## config.mk

```make
export PLATFORM = sky130hd
export DESIGN_NAME = rrtt_ram
export DESIGN_NICKNAME = d
export VERILOG_FILES = /design/src/rtl/core/rrtt_ram.sv
export SDC_FILE = /design/constraint.sdc
export NUM_CORES = 1
export LEC_CHECK = 0
export BUFFER_PORTS_ARGS = -buffer_cell sky130_fd_sc_hd__buf_2
export CAP_MARGIN = 30
export CELL_PAD_IN_SITES_DETAIL_PLACEMENT = 0
export CELL_PAD_IN_SITES_GLOBAL_PLACEMENT = 1
export CORE_MARGIN = 10
export CORE_UTILIZATION = 57
export CTS_CLUSTER_DIAMETER = 100
export DETAILED_ROUTE_END_ITERATION = 10
export GPL_TIMING_DRIVEN = 0
export PLACE_DENSITY = 0.84
export SYNTH_ARGS = -nofsm -noshare
export SYNTH_HDL_FRONTEND = slang
export SYNTH_SLANG_ARGS = --single-unit
export TNS_END_PERCENT = 5
```

## constraint.sdc

```tcl
create_clock -name clk -period 4.15 [get_ports clk]
set_clock_uncertainty 0.05 [all_clocks]
set_input_delay 1.0375 -clock clk [delete_from_list [all_inputs] [get_ports clk]]
set_output_delay 1.0375 -clock clk [all_outputs]
set_load 0.03 [all_outputs]
```

## src/rtl/core/rrtt_ram.sv

```systemverilog
// generic single-port-write ram with registered read
module rrtt_ram #(
  parameter int WIDTH = 8,
  parameter int DEPTH = 16
) (
  input  logic                     clk,
  input  logic                     we,
  input  logic [$clog2(DEPTH)-1:0] waddr,
  input  logic [WIDTH-1:0]         wdata,
  input  logic [$clog2(DEPTH)-1:0] raddr,
  output logic [WIDTH-1:0]         rdata
);
  logic [WIDTH-1:0] mem [DEPTH];

  always_ff @(posedge clk) begin
    if (we) mem[waddr] <= wdata;
    rdata <= mem[raddr];
  end
endmodule

```

Word-level counts from Yosys, hierarchy flattened --
Memories as Yosys holds them, arrays and structs flattened. A register that Yosys moved wholly into a read port is not among the register bits. Cells that the tools add are included. Widths: inputs -> output; s select.
Storage, ports and cells: bits in writable memories 128, input port bits 18, bits in registers 0, memories 1, output and inout port bits 8
Cells by class: muxes and demuxes 2
Memory list:
- mem | depth 16, bits a word 8, rd ports 1, clocked after memory_dff 1, wr ports 1, RTL line 13 | logic [WIDTH-1:0] mem [DEPTH];
Operators with widths (count):
- $mux 1 | 2

Depth between registers and ports, before layout --
Gate-level depths: netlist (run 1).
depth after elaboration 2, depth in mapped cells 5

Least setup slack after synthesis (run 1) --
Ideal clock, no wire load.
path kind in2reg, from in waddr[2], to mem mem[0][0], enable pin, path buffers 0, data required time 3717 ps, setup slack 1570 ps, data arrival time 2147 ps, setup time 383 ps, cell stages on the path 2, cells stage by stage or3b_2 > nor3_1
RTL lines:
- start: declaration | RTL line 8 | input logic [$clog2(DEPTH)-1:0] waddr,
- end: declaration | RTL line 13
No word-level cell before the write port.

Worst setup path after layout (run 1) --
from in waddr[2], to mem mem[2][5], enable pin
No word-level cell before the write port.

==> flow_summary.ini, run 1 <==
[status]
status = complete, no violations

[pwr]
p_sw_share_pct = 19.7
p_int_mw = 2.72
vdd_drop_max_mv = 0.293
pwr-share-clk_pct = 49.6
seqPwrFrac_pct = 45.6
p_comb_share_pct = 4.8
powerDensity_nw_per_um2 = 554
p_leak_nw = 2.09
power_switching_mw = 0.666

[critical_path]
critPathKind = in2reg
path_depth = 3
worst_setup_path_start_kind = input pin
critPathMaxFanout = 8
r2r-start = mem[4][0]
timing.rr.end = rdata[0]
worstPathCellList = buf_2 -> or3b_2 -> nor2_1
crit_buf_inv = 1
cp_top_family = simple AND/OR/NAND/NOR gates
r2r_slack_ps = 2650
critPathSlowestCell = nor2_1
cp.required_ps = 4240
critPathMaxStageDelay_ps = 660
endpoint = mem[2][5]
crit_path_end_kind = register
r2r_cells = 3
cp.arrival_ps = 2350
worstSetupStartpoint = waddr[2]

[job]
cap_violations = 0

[clocking]
cts_hold_buf = 0
cts_tree = yes
h-tree-depth = 4
post_cts_buffers = 0
insertion_delay_ps = 520
clock-sinks = 136
clk_pin_slew_ps = 60
clock-root-buffer = clkbuf_8
clockBufferDepth = 2
cts_inserted_buffers = 17
cts_resized = 0

[yosys]
synth_cell_types = 19
yosysMostFrequentCell = edfxtp_1
synth_edf_count = 128
synth_area_leader_cell = edfxtp_1
syn_area_um2 = 5150
yosys_warnings = 0
synth_area_leaders = edfxtp_1 (75%), mux4_2 (7.9%), mux4_1 (7.1%)
netlist_top_cells_count = edfxtp_1 (128), mux4_2 (18), a22oi_1 (16)
yosysSeqAreaShare_pct = 77.8
post_synth.cell_area_avg_um2 = 22.5
synth_nets = 247
netlist_instances = 229
synth-seq-cells = 136
async_reset_ff_share_pct = 0
synth.top_cell.area_share_pct = 74.7
ys.flop_type = edfxtp_1

[timing]
final_min_period_over_clock_period_pct = 54.5
clock.fmax_mhz = 442
setup_viol = 0
drv_slew = 0
hold_slack_ps = 637
setup_tns_ps = 0
worstMarginPinSlew_ps = 832
post-route-min-period_ps = 2260
max_slew_margin_pct = 44.3
finalHoldViolations = 0
rsz0062_at_grt = false

[floorplanning]
start_util_pct = 58.7
core-area_um2 = 8760
die_h_um = 115
die_area_um2 = 13200
num_rows = 34
die_w_um = 115
ios = 26

[final_layout]
fillers = 523
n_antenna_cell = 0
regArea_um2 = 4000
drive_above_1_share_pct = 30.8
utilization_pct = 69.6
fin_nets = 294
syn_to_final_growth_pct = 18.5
final_cell_area_um2 = 6100
multi_input_area_um2 = 1060

[drt]
wl_um = 9790
initialDrtViolationCount = 212
drt_first_pass_iters = 6
ant_nets = 0
wl_per_cell_um = 24.7
via_per_inst = 6.05
dr_total_vias = 2400
route.detailed.drc = 0

[global_route]
track_usage_pct = 15.6
grt_pass1_wl_um = 14800
antenna_found_initial = 0
grt_max_degree = 17
grt_pass1_vias = 2460
overflow = 0

[placed_design]
gp_congestion = 0.712
hpwl_um = 6220
portBuffers = 24
dpl_cell_area_um2 = 5430

[min_path]
holdCritPathClass = reg2reg
logic make-up after synthesis:
kind of cell,after synthesis,share of synthesized area [%]
flip-flops,136,77.8
AND/OR/NAND/NOR,35,3.18
multiplexers,32,15.0
AO/OA/AOI/OAI,16,2.33
buffers and inverters,10,1.68
area by class of cell:
| type | count | area share, % |
|---|---|---|
| Sequential cell | 136 | 65.6 |
| Multi-Input combinational cell | 83 | 17.3 |
| Clock buffer | 18 | 7.01 |
| Clock inverter | 14 | 4.02 |
| Timing Repair Buffer | 28 | 2.38 |
| Tap cell | 108 | 2.21 |
| Buffer | 10 | 1.42 |
layout by cell type (no fill, tap or decap), types with 6 or more instances in the layout:
| cell | n |
|---|---|
| edfxtp_1 | 128 |
| nor2_1 | 13 |
| nand2_1 | 9 |
| buf_2 | 29 |
| mux4_1 | 14 |
| a22oi_1 | 16 |
| clkbuf_16 | 16 |
| mux4_2 | 18 |
| dfxtp_1 | 8 |
| bufinv_16 | 6 |
power groups by stage:
stage	clock network [mW]	registers (mW)	logic (mW)
floorplan	0	1.59	0.0779
global placement	0	1.57	0.157
detailed placement	0	1.57	0.163
CTS	1.70	1.54	0.164
global route	1.76	1.55	0.174
finish	1.68	1.54	0.162
per-stage QoR:
stage               setup WS, ps  total power, mW  cells
finish                      1890             3.38    397
global route                1840             3.48    397
CTS                         1880             3.40    397
detailed placement          1390             1.73    365
global placement            1020             1.73    361
floorplan                   1570             1.67    229
registers in the layout, indices dropped and copies added (netlist names):
signal / cells
rdata: 8
mem: 128
how the worst min path moves through the flow:
| stage | start | endpoint | slack (ps) | cells after the start |
|---|---|---|---|---|
| 2_1_floorplan | mem[7][0] | rdata[0] | 580 | 3 |
| 3_3_place_gp | mem[11][2] | rdata[2] | 600 | 3 |
| 3_5_place_dp | mem[11][3] | rdata[3] | 620 | 3 |
| 4_1_cts | mem[11][3] | rdata[3] | 640 | 3 |
| 5_1_grt | mem[10][3] | rdata[3] | 660 | 3 |
| 6_report | mem[11][3] | rdata[3] | 640 | 3 |
worst min-delay path, cell delays in order (launching register included):
cell      delay (ps)
edfxtp_1         310
mux4_1           210
a22oi_1           80
nand2_1           50
per-layer routing:
metal,track usage [%],vias to the layer above,routed length (µm)
met2,23.5,93,4770
met3,4.90,8,697
met4,6.11,0,73
met1,20.9,1232,4260
met5,0,-,0
li1,-,1067,-
No activity file was read; power rests on OpenSTA's default activity.
==> inputs of run 2 (changes only) <==
--- a/config.mk
+++ b/config.mk
@@ -10,11 +10,11 @@
 export CELL_PAD_IN_SITES_DETAIL_PLACEMENT = 0
 export CELL_PAD_IN_SITES_GLOBAL_PLACEMENT = 1
 export CORE_MARGIN = 10
-export CORE_UTILIZATION = 57
+export CORE_UTILIZATION = 48
 export CTS_CLUSTER_DIAMETER = 100
 export DETAILED_ROUTE_END_ITERATION = 10
 export GPL_TIMING_DRIVEN = 0
-export PLACE_DENSITY = 0.84
+export PLACE_DENSITY = 0.75
 export SYNTH_ARGS = -nofsm -noshare
 export SYNTH_HDL_FRONTEND = slang
 export SYNTH_SLANG_ARGS = --single-unit
==> constraint.sdc (replaced) <==
create_clock -name clk -period 1.9 [get_ports clk]
set_clock_uncertainty 0.05 [all_clocks]
set_input_delay 0.475 -clock clk [delete_from_list [all_inputs] [get_ports clk]]
set_output_delay 0.475 -clock clk [all_outputs]
set_load 0.03 [all_outputs]
==> flow_summary.ini, run 2 (synthesis results as in run 1) <==
[status]
status = complete, no violations

[global_route]
grt_pass1_vias = 2379
overflow = 0
antenna_found_initial = 0
grt_pass1_wl_um = 14100
track_usage_pct = 13.2
grt_max_degree = 17

[drt]
dr.max_layer_used = met4
initialDrtViolationCount = 240
wl_um = 9490
wl_per_cell_um = 22.4
routed-wl-met3_um = 734
via_per_inst = 5.52
route.detailed.drc = 0
wl_met1_um = 4050
dr_total_vias = 2341
wl_met2_um = 4570
ant_nets = 0
drt_first_pass_iters = 4

[clocking]
cts_inserted_buffers = 17
cts_hold_buf = 0
cts_tree = yes
clockBufferDepth = 2
insertion_delay_ps = 500
clk_pin_slew_ps = 60
clock-root-buffer = clkbuf_8
clock-sinks = 136
post_cts_buffers = 0
cts_resized = 0
h-tree-depth = 4

[final_layout]
mostFrequentLayoutCell = edfxtp_1
fin_nets = 293
n_antenna_cell = 0
fin_cells = 424
fillers = 761
multi_input_area_um2 = 1060
final_cell_area_um2 = 6020
utilization_pct = 58.0
largest_reg_flops = 128
syn_to_final_growth_pct = 16.9
drive_above_1_share_pct = 29.5
layout_common_cells = edfxtp_1 (128), buf_2 (28), mux4_2 (18)
top_register = mem
top_regs = mem: 128 flops, rdata: 8 flops
regArea_um2 = 4000

[floorplanning]
ios = 26
die_area_um2 = 15300
start_util_pct = 49.6
num_rows = 37
core-area_um2 = 10400
die_h_um = 124
die_w_um = 124

[timing]
post-route-min-period_ps = 1670
max_slew_margin_pct = 46.2
hold_slack_ps = 318
rsz0062_at_grt = false
clock.fmax_mhz = 597
final_min_period_over_clock_period_pct = 88.1
finalHoldViolations = 0
worstMarginPinSlew_ps = 804
drv_slew = 0
setup_viol = 0

[pwr]
powerDensity_nw_per_um2 = 1110
power_mw = 6.71
p_leak_nw = 2.02
vdd_drop_max_mv = 0.552

[critical_path]
critPathMaxStageDelay_ps = 610
cp_top_family = simple AND/OR/NAND/NOR gates
cp.required_ps = 1980
critPathSlowestCell = nor2_1
critPathMaxFanout = 8
cp.arrival_ps = 1750
crit_buf_inv = 1
worst_setup_path_start_kind = input pin
worstPathCellList = buf_2 -> or3b_2 -> nor2_1
crit_path_end_kind = register
critPathKind = in2reg

[placed_design]
portBuffers = 24
dpl_cell_area_um2 = 5460
gp_congestion = 0.740
hpwl_um = 6050
dp_cells = 392

[min_path]
holdCritPathClass = in2reg

[job]
cap_violations = 0
run 2: cell count changes in the layout (fill, tap and decap cells not counted), sizes merged:
cell | previous run | this run
bufinv | 6 | 2
buf | 35 | 34
inv | 2 | 0
clkinvlp | 1 | 3
clkinv | 5 | 8
clkbuf | 18 | 19
run 2: path summary, 6_finish.rpt:
kind | slack (ps) | start | end | depth (start not counted)
hold reg to reg | 630 | mem[8][3] | rdata[3] | 3
setup reg to reg | 480 | mem[11][7] | rdata[7] | 3
hold / removal | 320 | wdata[4] | mem[2][4] | 1
setup / recovery | 230 | waddr[2] | mem[3][5] | 3
run 2: stage by stage:
stage,worst slack (ps),setup TNS (ps)
after floorplan,109,0
after CTS,213,0
after detailed placement,-319,-10280
after global placement,-430,-17200
after global routing,161,0
final,226,0
run 2: worst register-to-register path, stage by stage (launching register included):
cell and delay, ps:
edfxtp_1 370, mux4_2 470, a22oi_1 300, nand2_1 110
run 2: metal layers:
metal  vias to the layer above  track usage, %
met2                        83            20.1
met5                         -               0
met4                         0            5.53
li1                       1070               -
met3                         8            4.38
met1                      1180            17.2
run 2: area by class of cell:
cell class / instances / area share, %
Clock buffer: 19 / 7.01
Clock inverter: 13 / 2.18
Tap cell: 136 / 2.83
Sequential cell: 136 / 66.6
Buffer: 10 / 1.44
Multi-Input combinational cell: 83 / 17.7
Timing Repair Buffer: 27 / 2.33
run 2: report_power, final:
part           switching (mW)  internal, mW  total [mW]  leakage [nW]
Clock                    1.13          1.85        2.98         0.263
Combinational           0.220         0.134       0.355         0.532
Sequential             0.0145          3.36        3.37          1.22
